<file path="src/unique_key_fifo_unit_assert.svh">
// ----------------------------------------------------------------------------
// unique_key_fifo_unit assertion macros
// Short forms for the concurrent checks at the end of the top level.
// ----------------------------------------------------------------------------
`ifndef UNIQUE_KEY_FIFO_UNIT_ASSERT_SVH
`define UNIQUE_KEY_FIFO_UNIT_ASSERT_SVH

// same-cycle implication, reset masks the check
`define UKF_ASSERT_IMPL(lbl, ante, cons, msg) \
  lbl: assert property (@(posedge clk) disable iff (rst) (ante) |-> (cons)) \
    else $error(msg);

// next-cycle implication, reset masks the check
`define UKF_ASSERT_NEXT(lbl, ante, cons, msg) \
  lbl: assert property (@(posedge clk) disable iff (rst) (ante) |=> (cons)) \
    else $error(msg);

`endif

</file>
<file path="src/ukf_pkg.sv">
// ----------------------------------------------------------------------------
// ukf_pkg
// Shared constants, codes, command/status structs and helpers.
// ----------------------------------------------------------------------------
`default_nettype none

package ukf_pkg;

  localparam int QUEUE_DEPTH = 16;
  localparam int HANDLE_BITS = 16;

  localparam int KEY_W   = 32;
  localparam int HPORT_W = 16;
  localparam int PTR_W   = (QUEUE_DEPTH > 1) ? $clog2(QUEUE_DEPTH) : 1;
  localparam int COUNT_W = $clog2(QUEUE_DEPTH + 1);
  // stored handle width: the port width caps it
  localparam int SH_W    = (HANDLE_BITS < HPORT_W) ? HANDLE_BITS : HPORT_W;

  typedef enum logic [1:0] {
    OP_INSERT = 2'd0,
    OP_REMOVE = 2'd1,
    OP_SEARCH = 2'd2,
    OP_NONE   = 2'd3
  } opcode_t;

  typedef enum logic [2:0] {
    ST_OK       = 3'd0,
    ST_DUP      = 3'd1,
    ST_FULL     = 3'd2,
    ST_EMPTY    = 3'd3,
    ST_NOTFOUND = 3'd4
  } status_t;

  typedef struct packed {
    logic    latch_in;
    logic    scan_start;
    logic    scan_run;
    logic    set_status;
    status_t status_code;
    logic    load_hit;
    logic    write_en;
    logic    pop;
    logic    head_ld;
    logic    out_load;
  } ctl_cmd_t;

  typedef struct packed {
    opcode_t op;
    logic    occ_zero;
    logic    full;
    logic    hit;
    logic    scan_done;
  } dp_stat_t;

  // slot of the entry 'off' places behind the head, wrapping at QUEUE_DEPTH
  function automatic logic [PTR_W-1:0] slot_of(logic [PTR_W-1:0] head,
                                               logic [COUNT_W-1:0] off);
    logic [COUNT_W:0] sum;
    sum = (COUNT_W + 1)'(head) + (COUNT_W + 1)'(off);
    if (sum >= (COUNT_W + 1)'(QUEUE_DEPTH)) begin
      sum = sum - (COUNT_W + 1)'(QUEUE_DEPTH);
    end
    return sum[PTR_W-1:0];
  endfunction

  function automatic logic [HPORT_W-1:0] ext_handle(logic [SH_W-1:0] h);
    logic [HPORT_W-1:0] r;
    r = '0;
    r[SH_W-1:0] = h;
    return r;
  endfunction

endpackage

`default_nettype wire

</file>
<file path="src/ukf_ram.sv">
// ----------------------------------------------------------------------------
// ukf_ram
// Generic single-write, single-read RAM with registered read data.
// ----------------------------------------------------------------------------
`default_nettype none

module ukf_ram #(
  parameter int WIDTH = 8,
  parameter int DEPTH = 16
) (
  input  wire logic                                   clk,
  input  wire logic                                   we,
  input  wire logic [((DEPTH > 1) ? $clog2(DEPTH) : 1)-1:0] waddr,
  input  wire logic [WIDTH-1:0]                       wdata,
  input  wire logic [((DEPTH > 1) ? $clog2(DEPTH) : 1)-1:0] raddr,
  output logic      [WIDTH-1:0]                       rdata
);

  logic [WIDTH-1:0] mem [DEPTH];

  always_ff @(posedge clk) begin
    if (we) begin
      mem[waddr] <= wdata;
    end
    rdata <= mem[raddr];
  end

endmodule

`default_nettype wire

</file>
<file path="src/ukf_ctrl.sv">
// ----------------------------------------------------------------------------
// ukf_ctrl
// Sequencer: decodes the request, steps the key scan, drives the result slot.
// ----------------------------------------------------------------------------
`default_nettype none

module ukf_ctrl
  import ukf_pkg::*;
(
  input  wire logic     clk,
  input  wire logic     rst,
  input  wire logic     in_valid,
  output logic          in_stall,
  output logic          out_valid,
  input  wire logic     out_stall,
  input  wire dp_stat_t stat,
  output ctl_cmd_t      cmd
);

  typedef enum logic [6:0] {
    S_IDLE     = 7'b0000001,
    S_DISPATCH = 7'b0000010,
    S_SCAN     = 7'b0000100,
    S_WRITE    = 7'b0001000,
    S_POP      = 7'b0010000,
    S_HEAD_LD  = 7'b0100000,
    S_FINISH   = 7'b1000000
  } state_t;

  state_t state, state_next;

  assign in_stall = (state != S_IDLE);

  always_comb begin
    state_next = state;
    cmd        = '0;
    unique case (state)
      S_IDLE: begin
        if (in_valid) begin
          cmd.latch_in = 1'b1;
          state_next   = S_DISPATCH;
        end
      end
      S_DISPATCH: begin
        unique case (stat.op)
          OP_INSERT: begin
            if (stat.occ_zero) begin
              state_next = S_WRITE;
            end else begin
              cmd.scan_start = 1'b1;
              state_next     = S_SCAN;
            end
          end
          OP_REMOVE: begin
            if (stat.occ_zero) begin
              cmd.set_status  = 1'b1;
              cmd.status_code = ST_EMPTY;
              state_next      = S_FINISH;
            end else begin
              state_next = S_POP;
            end
          end
          OP_SEARCH: begin
            if (stat.occ_zero) begin
              cmd.set_status  = 1'b1;
              cmd.status_code = ST_EMPTY;
              state_next      = S_FINISH;
            end else begin
              cmd.scan_start = 1'b1;
              state_next     = S_SCAN;
            end
          end
          default: begin
            state_next = S_FINISH;
          end
        endcase
      end
      S_SCAN: begin
        cmd.scan_run = 1'b1;
        priority if (stat.hit) begin
          if (stat.op == OP_INSERT) begin
            cmd.set_status  = 1'b1;
            cmd.status_code = ST_DUP;
          end else begin
            cmd.load_hit = 1'b1;
          end
          state_next = S_FINISH;
        end else if (stat.scan_done) begin
          if (stat.op == OP_INSERT) begin
            if (stat.full) begin
              cmd.set_status  = 1'b1;
              cmd.status_code = ST_FULL;
              state_next      = S_FINISH;
            end else begin
              state_next = S_WRITE;
            end
          end else begin
            cmd.set_status  = 1'b1;
            cmd.status_code = ST_NOTFOUND;
            state_next      = S_FINISH;
          end
        end
      end
      S_WRITE: begin
        cmd.write_en = 1'b1;
        state_next   = S_FINISH;
      end
      S_POP: begin
        cmd.pop    = 1'b1;
        state_next = S_HEAD_LD;
      end
      S_HEAD_LD: begin
        cmd.head_ld = 1'b1;
        state_next  = S_FINISH;
      end
      S_FINISH: begin
        if (!out_valid || !out_stall) begin
          cmd.out_load = 1'b1;
          state_next   = S_IDLE;
        end
      end
      default: begin
        state_next = S_IDLE;
      end
    endcase
  end

  always_ff @(posedge clk) begin
    if (rst) begin
      state     <= S_IDLE;
      out_valid <= 1'b0;
    end else begin
      state <= state_next;
      if (cmd.out_load) begin
        out_valid <= 1'b1;
      end else if (!out_stall) begin
        out_valid <= 1'b0;
      end
    end
  end

endmodule

`default_nettype wire

</file>
<file path="src/ukf_dp.sv">
// ----------------------------------------------------------------------------
// ukf_dp
// Datapath: key/handle stores, head pointer, occupancy, scan and result regs.
// ----------------------------------------------------------------------------
`default_nettype none

module ukf_dp
  import ukf_pkg::*;
(
  input  wire logic                       clk,
  input  wire logic                       rst,
  input  wire ctl_cmd_t                   cmd,
  output dp_stat_t                        stat,
  input  wire logic [1:0]                 opcode,
  input  wire logic signed [KEY_W-1:0]    key,
  input  wire logic [HPORT_W-1:0]         item_handle,
  output logic [2:0]                      status,
  output logic [HPORT_W-1:0]              result_handle,
  output logic [COUNT_W-1:0]              entry_count,
  output logic                            queue_empty,
  output logic [HPORT_W-1:0]              head_handle
);

  // latched request
  opcode_t                  op_r;
  logic signed [KEY_W-1:0]  key_r;
  logic [SH_W-1:0]          hdl_r;

  // queue state
  logic [PTR_W-1:0]         head_ptr;
  logic [COUNT_W-1:0]       occ;
  logic [SH_W-1:0]          head_reg;

  // scan
  logic [COUNT_W-1:0]       idx;
  logic                     cmp_valid;
  logic                     issue;

  // pending result and output slot
  status_t                  status_r;
  logic [HPORT_W-1:0]       result_r;
  status_t                  out_status;
  logic [HPORT_W-1:0]       out_result;
  logic [COUNT_W-1:0]       out_count;
  logic                     out_empty;
  logic [HPORT_W-1:0]       out_head;

  // store ports
  logic [PTR_W-1:0]         rd_addr;
  logic [PTR_W-1:0]         wr_addr;
  logic [KEY_W-1:0]         key_rdata;
  logic [SH_W-1:0]          hdl_rdata;

  assign issue   = cmd.scan_run && (idx < occ);
  assign rd_addr = cmd.pop ? slot_of(head_ptr, COUNT_W'(1)) : slot_of(head_ptr, idx);
  assign wr_addr = slot_of(head_ptr, occ);

  ukf_ram #(.WIDTH(KEY_W), .DEPTH(QUEUE_DEPTH)) u_key_ram (
    .clk   (clk),
    .we    (cmd.write_en),
    .waddr (wr_addr),
    .wdata (key_r),
    .raddr (rd_addr),
    .rdata (key_rdata)
  );

  ukf_ram #(.WIDTH(SH_W), .DEPTH(QUEUE_DEPTH)) u_hdl_ram (
    .clk   (clk),
    .we    (cmd.write_en),
    .waddr (wr_addr),
    .wdata (hdl_r),
    .raddr (rd_addr),
    .rdata (hdl_rdata)
  );

  always_comb begin
    stat.op        = op_r;
    stat.occ_zero  = (occ == '0);
    stat.full      = (occ == COUNT_W'(QUEUE_DEPTH));
    stat.hit       = cmp_valid && (key_rdata == key_r);
    stat.scan_done = (idx == occ) && !cmp_valid;
  end

  // control state
  always_ff @(posedge clk) begin
    if (rst) begin
      head_ptr  <= '0;
      occ       <= '0;
      idx       <= '0;
      cmp_valid <= 1'b0;
    end else begin
      if (cmd.scan_start) begin
        idx       <= '0;
        cmp_valid <= 1'b0;
      end else if (cmd.scan_run) begin
        cmp_valid <= issue;
        if (issue) begin
          idx <= idx + COUNT_W'(1);
        end
      end
      if (cmd.write_en) begin
        occ <= occ + COUNT_W'(1);
      end else if (cmd.pop) begin
        occ      <= occ - COUNT_W'(1);
        head_ptr <= slot_of(head_ptr, COUNT_W'(1));
      end
    end
  end

  // payload
  always_ff @(posedge clk) begin
    if (cmd.latch_in) begin
      op_r     <= opcode_t'(opcode);
      key_r    <= key;
      hdl_r    <= item_handle[SH_W-1:0];
      status_r <= ST_OK;
      result_r <= '0;
    end
    if (cmd.set_status) begin
      status_r <= cmd.status_code;
    end
    if (cmd.load_hit) begin
      result_r <= ext_handle(hdl_rdata);
    end
    if (cmd.pop) begin
      result_r <= ext_handle(head_reg);
    end
    // first entry becomes the head
    if (cmd.write_en && (occ == '0)) begin
      head_reg <= hdl_r;
    end
    if (cmd.head_ld) begin
      head_reg <= hdl_rdata;
    end
    if (cmd.out_load) begin
      out_status <= status_r;
      out_result <= result_r;
      out_count  <= occ;
      out_empty  <= (occ == '0);
      out_head   <= (occ == '0) ? '0 : ext_handle(head_reg);
    end
  end

  assign status        = out_status;
  assign result_handle = out_result;
  assign entry_count   = out_count;
  assign queue_empty   = out_empty;
  assign head_handle   = out_head;

endmodule

`default_nettype wire

</file>
<file path="src/unique_key_fifo_unit.sv">
// ----------------------------------------------------------------------------
// unique_key_fifo_unit
// Bounded FIFO of (key, handle) records with duplicate-key check on insert,
// head removal and search by key.
// ----------------------------------------------------------------------------
//
//  channel  | handshake            | payload
//  ---------+----------------------+---------------------------------------------
//  in       | in_valid / in_stall  | opcode, key, item_handle
//  out      | out_valid / out_stall| status, result_handle, entry_count,
//           |                      | queue_empty, head_handle
//
//  One request is in work at a time; in_stall is low only while the sequencer
//  is idle. An ignored opcode, or a remove or search on an empty queue, goes
//  straight to the finish; a remove pops the head and reloads it; insert and
//  search on a non-empty queue run the key scan, which reads one stored key
//  per cycle through the key RAM's single read port.
//  The result sits in an output register, so the next request is taken while
//  it waits; a held result only delays the finish of the following request.
//  rst is synchronous and active high; it empties the queue. The key and
//  handle stores are not cleared: only the contents of occupied slots reach the outputs.
//
`default_nettype none

module unique_key_fifo_unit
  import ukf_pkg::*;
(
  input  wire logic                     clk,
  input  wire logic                     rst,
  // request channel
  input  wire logic                     in_valid,
  output logic                          in_stall,
  input  wire logic [1:0]               opcode,
  input  wire logic signed [KEY_W-1:0]  key,
  input  wire logic [HPORT_W-1:0]       item_handle,
  // result channel
  output logic                          out_valid,
  input  wire logic                     out_stall,
  output logic [2:0]                    status,
  output logic [HPORT_W-1:0]            result_handle,
  output logic [COUNT_W-1:0]            entry_count,
  output logic                          queue_empty,
  output logic [HPORT_W-1:0]            head_handle
);

`include "unique_key_fifo_unit_assert.svh"

  ctl_cmd_t cmd;
  dp_stat_t stat;

  // sequencer: decode, scan stepping, result slot handshake
  ukf_ctrl u_ctrl (
    .clk       (clk),
    .rst       (rst),
    .in_valid  (in_valid),
    .in_stall  (in_stall),
    .out_valid (out_valid),
    .out_stall (out_stall),
    .stat      (stat),
    .cmd       (cmd)
  );

  // stores, pointers, comparator and output registers
  ukf_dp u_dp (
    .clk           (clk),
    .rst           (rst),
    .cmd           (cmd),
    .stat          (stat),
    .opcode        (opcode),
    .key           (key),
    .item_handle   (item_handle),
    .status        (status),
    .result_handle (result_handle),
    .entry_count   (entry_count),
    .queue_empty   (queue_empty),
    .head_handle   (head_handle)
  );

  // an insert is only written while there is room
  `UKF_ASSERT_IMPL(a_write_room, cmd.write_en, !stat.full, "insert written into full queue")
  // a remove only pops a non-empty queue
  `UKF_ASSERT_IMPL(a_pop_nonempty, cmd.pop, !stat.occ_zero, "pop of empty queue")
  // empty flag agrees with the count in every shown result
  `UKF_ASSERT_IMPL(a_empty_flag, out_valid, queue_empty == (entry_count == '0), "empty flag mismatch")
  // failed requests carry no handle
  `UKF_ASSERT_IMPL(a_fail_zero, out_valid && (status != ST_OK), result_handle == '0, "handle on failure")

endmodule

`default_nettype wire
</file>
<file path="config.mk">
export PLATFORM = sky130hd
export DESIGN_NAME = unique_key_fifo_unit
export DESIGN_NICKNAME = d
export VERILOG_FILES = /design/src/ukf_pkg.sv /design/src/ukf_ram.sv /design/src/ukf_ctrl.sv /design/src/ukf_dp.sv /design/src/unique_key_fifo_unit.sv
export VERILOG_INCLUDE_DIRS = /design/src /design/src/src
export SDC_FILE = /design/constraint.sdc
export NUM_CORES = 1
export LEC_CHECK = 0
export ABC_CLOCK_PERIOD_IN_PS = 7650
export BUFFER_PORTS_ARGS = -buffer_cell sky130_fd_sc_hd__buf_2
export CORE_ASPECT_RATIO = 1.4
export CORE_UTILIZATION = 35
export DETAILED_ROUTE_END_ITERATION = 8
export GPL_TIMING_DRIVEN = 0
export PLACE_DENSITY = 0.49
export SETUP_SLACK_MARGIN = 0.5
export SLEW_MARGIN = 20
export SYNTH_ARGS = -nofsm -noshare
export SYNTH_HDL_FRONTEND = slang
export SYNTH_SLANG_ARGS = --single-unit
</file>
<file path="constraint.sdc">
create_clock -name clk -period 7.65 [get_ports clk]
set_input_delay 0.3825 -clock clk [delete_from_list [all_inputs] [get_ports clk]]
set_output_delay 0.3825 -clock clk [all_outputs]
set_load 0.01 [all_outputs]
</file>
Word-level counts from Yosys, hierarchy flattened
Memories as Yosys holds them, arrays and structs flattened. A register that Yosys moved wholly into a read port is not among the register bits.
Index checks and enable logic that the tools add are counted.
Storage, ports and cells
  register bits after elaboration: 149
  bits in writable memories: 768
  word-level logic and storage cells: 121
  memories: 2
Memory list
  u_dp.u_key_ram.mem: words 16, width 32, rd ports 1, clocked after memory_dff 1, write ports 1, RTL line ukf_ram.sv:19  | logic [WIDTH-1:0] mem [DEPTH];
  u_dp.u_hdl_ram.mem: words 16, width 16, rd ports 1, clocked after memory_dff 1, write ports 1, RTL line ukf_ram.sv:19
Cells by class
  add/sub/neg operators: 9
  order comparisons: 4
  eq/ne operators: 17
  multiplexer cells: 50
  bitwise operators: 1
  reduce and logical (&&, ||, !) cells: 21
Operators by type and width (count)
  two-way mux 16 bit: 5
  two-way mux 7 bit: 8
  two-way mux 4 bit: 12
  case mux 7 bit (6 select lines): 1
  equality test 32 bit: 1
  case mux 7 bit (3 select lines): 1
  two-way mux 1 bit: 18
  adder 4 x 5 -> 6 bit: 2
  greater-or-equal comparator 6 x 5 -> 1 bit, second input constant: 2
  subtractor 4 x 1 -> 4 bit, second input constant: 3
  adder 5 x 1 -> 5 bit, second input constant: 2
  two-way mux 5 bit: 2
  case mux 4 bit (2 select lines): 1
  OR reduction 2 bit: 4
  equality test 7 x 1 -> 1 bit, second input constant: 1
  equality test 7 x 2 -> 1 bit, second input constant: 1
  equality test 7 x 3 -> 1 bit, second input constant: 1
  equality test 7 x 4 -> 1 bit, second input constant: 1
  equality test 7 x 5 -> 1 bit, second input constant: 1
  equality test 7 x 6 -> 1 bit, second input constant: 1
  equality test 7 bit, second input constant: 1
  inequality test 7 x 1 -> 1 bit, second input constant: 1
  two-way mux 3 bit: 2
  nonzero test 2 bit: 3
  20 further kinds: 27

Longest topological paths before layout
Gate-level depths: netlist of the first run.
  word-level depth: 7
  gate-level depth with buffers: 12

By module
From an unflattened synthesis of the first run, not the netlist that was laid out.
Unflattened totals
  cells, all modules: 1721
  area, all modules: 36328.6 um^2
By module, submodules not included
  ukf_ram at u_dp.u_key_ram: instances 1, cells each 838, area an instance 19835.3 um^2, seq. area each 16015.4 um^2
  ukf_ram at u_dp.u_hdl_ram: instances 1, cells each 432, area an instance 10043.4 um^2, seq. area each 8007.7 um^2
  ukf_dp: instances 1, cells each 370, area an instance 5824.3 um^2, seq. area each 4083.9 um^2
  ukf_ctrl: instances 1, cells each 81, area an instance 625.6 um^2, seq. area each 160.2 um^2

Least setup slack after synthesis of the first run
OpenSTA, ideal clock, no wires.
  path kind: register -> register
  start: register u_dp.head_ptr[1]
  end: memory u_dp.u_hdl_ram.mem[12][0] in the netlist's numbering (enable)
  arrival: 5.953 ns
  path slack: 1.125 ns
  stages on the path, launching flop included: 7
  path buffers: 0
  clock period less this slack: 6.525 ns
  cells stage by stage: dfxtp_1 > ha_1 > a21o_1 > a21oi_1 > xor2_1 > nand2_1 > nor4_1
On the way
  longest elaborated chain between the ends: 3
  elaborated cells between the ends (all ways): 4
  those cells by class: 2 x add/sub; 1 x order compare; 1 x mux
Ends and longest elaborated chain
  from (decl): RTL line ukf_dp.sv:30  | logic [PTR_W-1:0] head_ptr;
  from (signal assigned): RTL line ukf_dp.sv:105  | head_ptr <= slot_of(head_ptr, COUNT_W'(1));
  adder 4 x 5 -> 6 bit *: RTL line ukf_pkg.sv:59  | sum = (COUNT_W + 1)'(head) + (COUNT_W + 1)'(off);
  greater-or-equal comparator 6 x 5 -> 1 bit / subtractor 4 x 1 -> 4 bit (equally long branches): RTL line ukf_pkg.sv:60, ukf_pkg.sv:61
  two-way mux 4 bit *: RTL line ukf_pkg.sv:60  | if (sum >= (COUNT_W + 1)'(QUEUE_DEPTH)) begin
  to (decl): RTL line ukf_ram.sv:19
Every way passes the cells marked *; elsewhere a longest branch is shown, timed or not.

Final worst setup path of the first run
  start: register u_dp.key_r[5]
  end: register u_dp.result_r[0] (enable)
On the way
  longest elaborated chain between the ends: 5
Ends and longest elaborated chain
  from (decl): RTL line ukf_dp.sv:26  | logic signed [KEY_W-1:0] key_r;
  from (signal assigned): RTL line ukf_dp.sv:114  | key_r <= key;
  equality test 32 bit: RTL line ukf_dp.sv:80  | stat.hit = cmp_valid && (key_rdata == key_r);
  logical AND 1 bit: RTL line ukf_dp.sv:80
  two-way mux 1 bit: RTL line ukf_ctrl.sv:80  | priority if (stat.hit) begin
  two-way mux 1 bit: RTL line ukf_ctrl.sv:37  | unique case (state)
  nonzero test 3 bit (no line)
  to (signal assigned): RTL line ukf_dp.sv:123  | result_r <= ext_handle(hdl_rdata);
  to (signal assigned): RTL line ukf_dp.sv:126  | result_r <= ext_handle(head_reg);
  to (decl): RTL line ukf_dp.sv:41  | logic [HPORT_W-1:0] result_r;
Every way passes these cells.
A chain may end at the register's enable or synchronous reset.

==> flow_results.org, run 1 <==
** Run status
- The flow ran to the end, and the final reports show no timing, DRC or antenna violations.

** Final layout
- # nets final :: 3520
- With fillers left out, the area of the finished cells amounts to roughly 0.048 sq mm.
- Syn-to-layout area delta :: 17.8%
- Of the cells placed in the final design, the portion with a size suffix greater than 1 is 0.126.
- Final instance count without filler cells :: 5012
- Diodes inserted :: 0
- More flip-flops sit in one register than any other, and that register is u_dp.u_key_ram.mem.
- Biggest regs :: u_dp.u_key_ram.mem x512, u_dp.u_hdl_ram.mem x256
- For this run, the share of the core covered by cells in the final layout is 0.417.
- The register with the most flip-flops in the layout has 512 of them.

** CTS
- The clock net in this run drives a total of 965 sinks.
- TritonCTS built the clock tree.
- Clock Tree Root :: sky130_fd_sc_hd__clkbuf_16
- CTS max path bufs :: 3
- Number of CTS-inserted buffers :: a little under 100
- After clock tree synthesis, the clock-pin slew on the worst setup and hold paths is 0.06 ns.
- CTS built an H-tree with a depth of 3.
- The clock reaches the later pin of the worst-skew pair after 0.71 ns.
- Number of setup buffers added after CTS :: 0

** Die
- Floorplan die width :: 290 microns
- 97 I/O pins were placed.
- After floorplanning, the core was divided into approximately 150 placement rows.
- Area of the core region :: ~0.12 sq mm
- Die outline area :: 0.118 sq mm
- The initial utilization of the core area, before any placement, comes to 0.354.
- The die is 406 microns tall.

** Worst setup path
- In this run the worst path has a maximum fanout of 17.
- The critical path contains buffers and inverters numbering 0 combined.
- Depth of the worst register-to-register path :: 6
- Type of the worst setup path :: reg -> reg
- The critical path starts at u_dp.key_r[5].
- The worst setup path is captured at a flop.
- Data on the critical path is required at its endpoint by 7.96 ns.
- Crit-path cells :: xnor2_1 -> nand4_1 -> nor4_1 -> nand4_1 -> nor3_2 -> or3_1
- STA classifies the critical path startpoint as a flop.
- Startpoint of the worst-slack reg-to-reg timing path :: u_dp.key_r[5]
- The cell family contributing the most delay on the critical path is simple AND/OR/NAND/NOR gates.
- Worst reg2reg setup slack :: between 3 and 4 ns
- CP arrival :: 4.89 ns
- Crit-path max cell delay :: 0.75 ns
- R2r endpoint :: u_dp.result_r[0]
- Crit-path slowest cell :: sky130_fd_sc_hd__nor3_2
- Most frequent CP cell :: sky130_fd_sc_hd__nand4_1

** Logic synthesis
- The share of synthesized area in the top cell type comes to 0.659.
- Synthesis instantiated 54 different standard cells from the library.
- After synthesis the netlist holds a flip-flop and latch count of 965.
- Share of the yosys chip area belonging to registers :: 0.694
- Number of enable-type register cells in the synthesized netlist :: 894
- Post-Syn Area per Cell :: approximately 13 sq um
- Primary flip-flop cell chosen by synthesis mapping :: sky130_fd_sc_hd__edfxtp_1
- Cells after synthesis :: 3115
- For this run, the number of Yosys warnings is 0.
- The number of nets in the synthesized netlist is 3192.
- The commonest cells after synthesis are 894 x sky130_fd_sc_hd__edfxtp_1, 791 x sky130_fd_sc_hd__nand2_1, 241 x sky130_fd_sc_hd__mux2i_1.
- Summing every instance area after synthesis gives 0.0407 sq mm.
- The largest total area in the synthesized netlist belongs to sky130_fd_sc_hd__edfxtp_1.
- In the post-synthesis netlist, the biggest area contributors are sky130_fd_sc_hd__edfxtp_1 66%, sky130_fd_sc_hd__nand2_1 7.3%, sky130_fd_sc_hd__mux2i_1 5.9%.
- Counting flops with an async set or reset pin after synthesis yields a share of 0.
- Top-count cell post-synth :: sky130_fd_sc_hd__edfxtp_1

** Pwr
- After layout, the design draws a total of 10.8 mW.
- Peak VDD IR :: 0.178 mV
- Power per cell area :: 224 mW/mm^2
- Static leakage :: 16.1 nW

** Hold path
- Cell count of the worst hold path :: 2
- The worst hold path begins at key[17].
- Hold crit path type :: in -> reg
- The worst hold path terminates at u_dp.key_r[17].

** STA
- The final count of hold timing violations was 0.
- RSZ-0062 raised after global routing :: no
- For this run, the top clock speed supported by timing is approximately 220 MHz.
- Minimum setup slack in the final design :: 3.07 ns
- Relative slew slack :: 0.225
- In the final timing run, aggregate negative setup slack is 0 ns.
- Setup violations remaining at the end of the flow were counted as 0.
- The clock arrives with about 0.036 ns of skew.
- Across all hold checks on the routed design, the worst slack comes to 0.396 ns.
- Number of pins with negative max-slew slack in the final report :: 0
- Final worst path period share :: 0.598
- For the pin with the worst max-slew slack, the measured transition is 1.16 ns.
- Tmin final :: 4.58 ns

** Drt
- The final route contains around 27000 vias.
- Total Wirelength :: approximately 120000 microns
- The pre-antenna-repair detailed-routing pass consisted of 7 iterations.
- Using the TritonRoute via totals, the vias-per-cell ratio works out to between 5 and 6.
- Antenna Nets Post-Route :: 0
- After the first detailed-routing iteration, the DRC count stood at 2231.
- Average wire per cell in the routed design :: 24.8 microns
- In the routed design, unresolved DRC markers number 0.

** Placement
- The count of buffers added on input and output ports is 96.
- Global placer's final weighted congestion :: roughly 0.81
- OpenSTA, run right after detailed placement, puts the worst setup slack at approximately 3 ns.
- DP HPWL :: 87100 microns
- # placed instances :: 4781
- Once placement finished, the instance area stood at 0.0444 sq mm.

** Flow run
- Max-cap violations in this run came to 0.

** Global route
- Final global-route overflow total :: 0
- The first global-routing pass estimated 180000 microns of wire.
- Maximum number of pins on one net before global-route repair :: 29
- Number of antenna violations at the first check in global routing :: 1
- GRT Util Overall :: 0.209
- The number of global-route vias before repair is 26805.
==> layout by cell type, fill, tap and decap left out, drive strengths merged, types with 3 or more instances in the layout <==
cell type,Yosys,layout
bufinv,0,5
clkbuf,123,255
nor2,44,44
clkinvlp,0,3
xnor2,40,40
o31ai,5,5
nor4,9,9
o32ai,48,48
a21o,6,6
edfxtp,894,894
fa,3,3
nor3,6,6
o21ai,5,5
a21oi,207,207
xor2,11,11
or3,3,3
clkinv,0,32
dlygate4sd3,0,53
nand3,200,200
a31oi,3,3
and2,18,18
nand4b,5,5
a221oi,48,48
ha,20,20
nand2,791,791
nand4,14,14
inv,23,29
mux2i,241,241
dfxtp,71,71
mux2,16,16
a22o,64,64
buf,83,259
a311oi,96,96
==> power breakdown <==
part           leakage, nW  switching (mW)  internal (mW)  total, mW
logic                 5.88          0.0599         0.0506      0.111
clock network         1.52            2.06           2.64       4.70
registers             8.67           0.115           5.83       5.94
total                 16.1            2.23           8.52       10.8
==> final cells by class <==
type,count,area [sq um]
inverter,23,88.8
clock buffer,132,2690
buffer,206,972
tap,1490,1860
clock inverter,46,399
fill,10629,67100
timing repair buffer,229,2110
multi-input combinational,1921,11600
sequential,965,28300
==> how the worst max path moves through the flow <==
stage | end | depth (start not counted) | slack (ns)
after global placement | u_dp.u_hdl_ram.mem[0][6] | 6 | -4.84
after detailed placement | u_dp.u_hdl_ram.rdata[10] | 11 | 3.00
after CTS | u_dp.u_hdl_ram.rdata[10] | 11 | 3.00
after global routing | u_dp.u_hdl_ram.rdata[10] | 11 | 2.89
after floorplan | u_dp.u_hdl_ram.mem[12][0] | 6 | 1.12
final | u_dp.result_r[0] | 6 | 3.07
==> worst reg2reg max path: cells and delay by family (launching register included) <==
kind	cells	cell delay [ns]
flops	1	0.64
simple gates	5	2.79
xor+xnor	1	0.75
==> cells by family after synthesis <==
group	after synthesis	share of synthesized area
AOI/OAI and AO/OA	489	0.0853
xor gates and xnor gates	51	0.0110
DFF	965	0.694
muxes	257	0.0636
buffers and inverters	229	0.0259
and+or+nand+nor	1101	0.113
adders and majority gates	23	0.00762
==> repair_timing <==
action | in CTS | in global routing
gates resized for setup | 0 | 0
endpoints found under the hold margin | 53 | 0
hold buffers | 53 | 0
==> layer usage <==
| layer | share of wire | track usage |
|---|---|---|
| met1 | 0.39 | 0.241 |
| met2 | 0.51 | 0.376 |
| met3 | 0.043 | 0.0251 |
| met4 | 0.055 | 0.120 |
| met5 | 0 | 0 |
No activity file was read; power rests on OpenSTA's default activity.
==> inputs of run 2 (changes only) <==
- ABC_CLOCK_PERIOD_IN_PS: 7650 -> 4270
- clock period: 7.65 -> 4.27 ns (I/O delays scaled with it)
==> run 2 against run 1 <==
Setup slack worse by 2.5 ns. Hold slack got worse by 0.18 ns. Register-to-register slack lost 2.5 ns. Sequential cell count is the same. Critical endpoint is now u_dp.u_hdl_ram.rdata[6]. Critical path depth rose by 4.
==> flow_results.org, run 2 (synthesized netlist as in run 1, its figures left out) <==
** CTS
- The CTS tree is done (unchanged).
- Clock transition at the registers of the reported paths :: 0.07 ns (was 0.06 ns)
- The TritonCTS sink count is 965 (unchanged).
- Number of CTS-inserted buffers :: 98 (was 97)
- The clock insertion delay at the later pin of the skew report was 0.71 ns (about the same).
- The cell at the root of the clock tree is sky130_fd_sc_hd__clkbuf_16 (unchanged).
- The maximum level of the CTS H-tree was 3 (unchanged).
- The largest buffer count on any clock path was 3 (unchanged).

** Final layout
- Commonest cells after routing, fill and taps aside: 894 x sky130_fd_sc_hd__edfxtp_1, 789 x sky130_fd_sc_hd__nand2_1, 241 x sky130_fd_sc_hd__mux2i_1, 205 x sky130_fd_sc_hd__a21oi_1, 200 x sky130_fd_sc_hd__nand3_1 (was 894 x sky130_fd_sc_hd__edfxtp_1, 791 x sky130_fd_sc_hd__nand2_1, 241 x sky130_fd_sc_hd__mux2i_1, 205 x sky130_fd_sc_hd__a21oi_1, 200 x sky130_fd_sc_hd__nand3_1).
- Largest register FFs :: 512 (unchanged)
- Register area :: 0.0283 sq mm (unchanged)
- Area of the multi-input gates :: 0.0117 sq mm (was 0.0116 sq mm)
- # nets final :: 3503 (was 3520)
- The most common cell after layout, fill and taps aside was sky130_fd_sc_hd__edfxtp_1 (unchanged).
- The register ranked first by flip-flop count was u_dp.u_key_ram.mem (unchanged).
- Fraction of layout instances using a drive strength above 1 :: 0.134 (was 0.126)
- End-of-flow core utilization :: 0.419 (was 0.417)
- Biggest regs: u_dp.u_key_ram.mem x512, u_dp.u_hdl_ram.mem x256 (unchanged).
- Syn-to-layout area delta :: 18.4% (was 17.8%)
- Layout filler cell count :: 10645 (was 10629)

** Drt
- TritonRoute pass-1 iters :: 7 (unchanged)
- The overall routed net length was 125000 microns (was 124000 microns).
- Number of vias after detailed routing :: 26969 (was 26906)
- The final antenna-violating net count was 0 (unchanged).
- DRC viols :: 0 (unchanged)
- Vias per cell :: 5.39 (was 5.37)
- First-iteration detailed-routing DRC count :: 2189 (was 2231)
- Average wire per cell in the routed design :: 25.0 microns (was 24.8 microns)

** Worst setup path
- The worst reg2reg path endpoint is u_dp.u_hdl_ram.rdata[6] (was u_dp.result_r[0]).
- Endpoint class of the critical path :: flop (unchanged)
- Largest fanout on the critical path :: 10 (was 17)
- The type of origin of the critical path is a flop (unchanged).
- Startpoint of the worst-slack reg-to-reg timing path :: u_dp.head_ptr[0] (was u_dp.key_r[5])
- The arrival time of the worst setup path is 4.36 ns (was 4.89 ns).
- Data required time at the worst endpoint :: 4.91 ns (was 7.96 ns)
- Worst reg2reg setup slack :: 0.54 ns (was 3.07 ns)
- The path type of the worst setup path is reg -> reg (unchanged).
- The number of cells on the worst reg-to-reg path was 10 (was 6).

** STA
- The headroom to the max-slew limit came to 0.303 (was 0.225).
- Setup_tns :: 0 ns (unchanged)
- RSZ-0062 raised after global routing :: yes (was no)
- The post-route minimum period came to 3.73 ns (was 4.58 ns).
- The final count of hold timing violations was 0 (unchanged).
- Slew at the pin closest to its max-slew limit :: 1.04 ns (was 1.16 ns)
- The maximum clock skew at final layout came to 0.0360 ns (was 0.0356 ns).
- Final worst path period share :: 0.873 (was 0.598)
- Number of setup violations in the final report :: 0 (unchanged)
- Number of pins with negative max-slew slack in the final report :: 0 (unchanged)
- Minimum setup slack in the final design :: 0.544 ns (was 3.07 ns)
- Timing-limited maximum frequency :: 268 MHz (was 219 MHz)

** Placement
- Global placer's final weighted congestion :: 0.804 (was 0.811)
- IO buf count :: 96 (unchanged)
- Worst slack, placed :: -0.384 ns (was 3.00 ns)
- DP HPWL :: 86700 microns (was 87100 microns)

** Global route
- The global-route total usage across every layer was 0.210 (was 0.209).
- The total congestion overflow after global routing was 0 (unchanged).
- Maximum number of pins on one net before global-route repair :: 29 (unchanged)
- Global-route wire length before repair :: 180000 microns (about the same)
- The number of global-route vias before repair was 26474 (was 26805).
- Number of antenna violations at the first check in global routing :: 0 (was 1)

** Pwr
- Power per cell area :: 408 mW/mm^2 (was 224 mW/mm^2)
- The static leakage was 16.2 nW (was 16.1 nW).
- The sum of internal, switching and leakage power was 19.7 mW (was 10.8 mW).
- The worst-case vdd ir drop is 0.356 mV (was 0.178 mV).

** Hold path
- Hold path startpoint :: key[16] (was key[17])
- Hold crit path type :: in -> reg (unchanged)
- The cell depth of the worst min-delay path was 2 (unchanged).
- The terminating pin of the worst hold path was u_dp.key_r[16] (was u_dp.key_r[17]).

** Die
- Placement row count :: 147 (unchanged)
- The count of pins on the block boundary is 97 (unchanged).
- The effective utilization at floorplan is 0.354 (unchanged).
- The chip height came to 406 microns (unchanged).
- Die outline area :: 0.118 sq mm (unchanged)
- The placeable core area came to 0.115 sq mm (unchanged).
- Floorplan die width :: 290 microns (unchanged)

** Run status
- Outcome: completed (unchanged).

** Flow run
- The max capacitance violation total was 0 (unchanged).
run 2: layout make-up:
cell class / count / share of cell area
Inverter: 23 / 0.00184
Timing Repair Buffer: 211 / 0.0409
Clock inverter: 46 / 0.00978
Tap cell: 1490 / 0.0386
Multi-Input combinational cell: 1921 / 0.243
Clock buffer: 140 / 0.0583
Sequential cell: 965 / 0.586
Antenna cell: 1 / 0.0000519
Buffer: 206 / 0.0214
run 2: critical path, stage by stage (launching register included):
cell and delay [ns]:
sky130_fd_sc_hd__dfxtp_1 0.56, sky130_fd_sc_hd__ha_1 0.25, sky130_fd_sc_hd__inv_1 0.05, sky130_fd_sc_hd__fa_1 0.61
sky130_fd_sc_hd__inv_1 0.15, sky130_fd_sc_hd__a31oi_4 0.44, sky130_fd_sc_hd__buf_4 0.35, sky130_fd_sc_hd__clkbuf_4 0.35
sky130_fd_sc_hd__o32ai_1 0.12, sky130_fd_sc_hd__a221oi_1 0.52, sky130_fd_sc_hd__a22o_1 0.23
run 2: worst max-delay path by stage:
stage	start	to	slack, ns	depth (start not counted)
6_report	u_dp.head_ptr[0]	u_dp.u_hdl_ram.rdata[6]	0.54	10
5_1_grt	u_dp.head_ptr[0]	u_dp.u_hdl_ram.rdata[8]	0.49	11
4_1_cts	u_dp.head_ptr[0]	u_dp.u_hdl_ram.rdata[10]	0.45	11
3_5_place_dp	u_dp.head_ptr[0]	u_dp.u_hdl_ram.rdata[10]	-0.38	11
3_3_place_gp	u_dp.head_ptr[1]	u_dp.u_key_ram.mem[4][22]	-3.82	6
2_1_floorplan	u_dp.head_ptr[1]	u_dp.u_hdl_ram.mem[8][0]	-0.22	6
run 2: what timing repair did:
item                                    in CTS  in global routing
resized for setup                           41                 26
hold buffers                                53                  0
pin swaps                                    1                  1
endpoints found under the hold margin       74                  0
endpoints found under the setup margin      80                 57
buffers inserted                             2                  3
run 2: power by group:
part / internal (mW) / switching (mW)
Combinational: 0.0924 / 0.106
Clock: 5.08 / 3.75
Sequential: 10.4 / 0.204
run 2: through the flow:
step | hold slack [ns] | cell area (sq um) | cells
after floorplan | 0.312 | 40800 | 3115
after global placement | 0.390 | 43100 | 4701
after detailed placement | 0.392 | 44200 | 4758
after CTS | 0.171 | 48200 | 4999
after global routing | 0.196 | 48300 | 5002
final | 0.221 | 48300 | 5003
run 2: per-layer routing:
layer  up-vias  global-route usage  part of all wire
li1      12302                   -                 -
met1     13528               0.240              0.38
met2       879               0.384              0.52
met3       260              0.0259             0.046
met4         0               0.108             0.050
met5         -                   0                 0
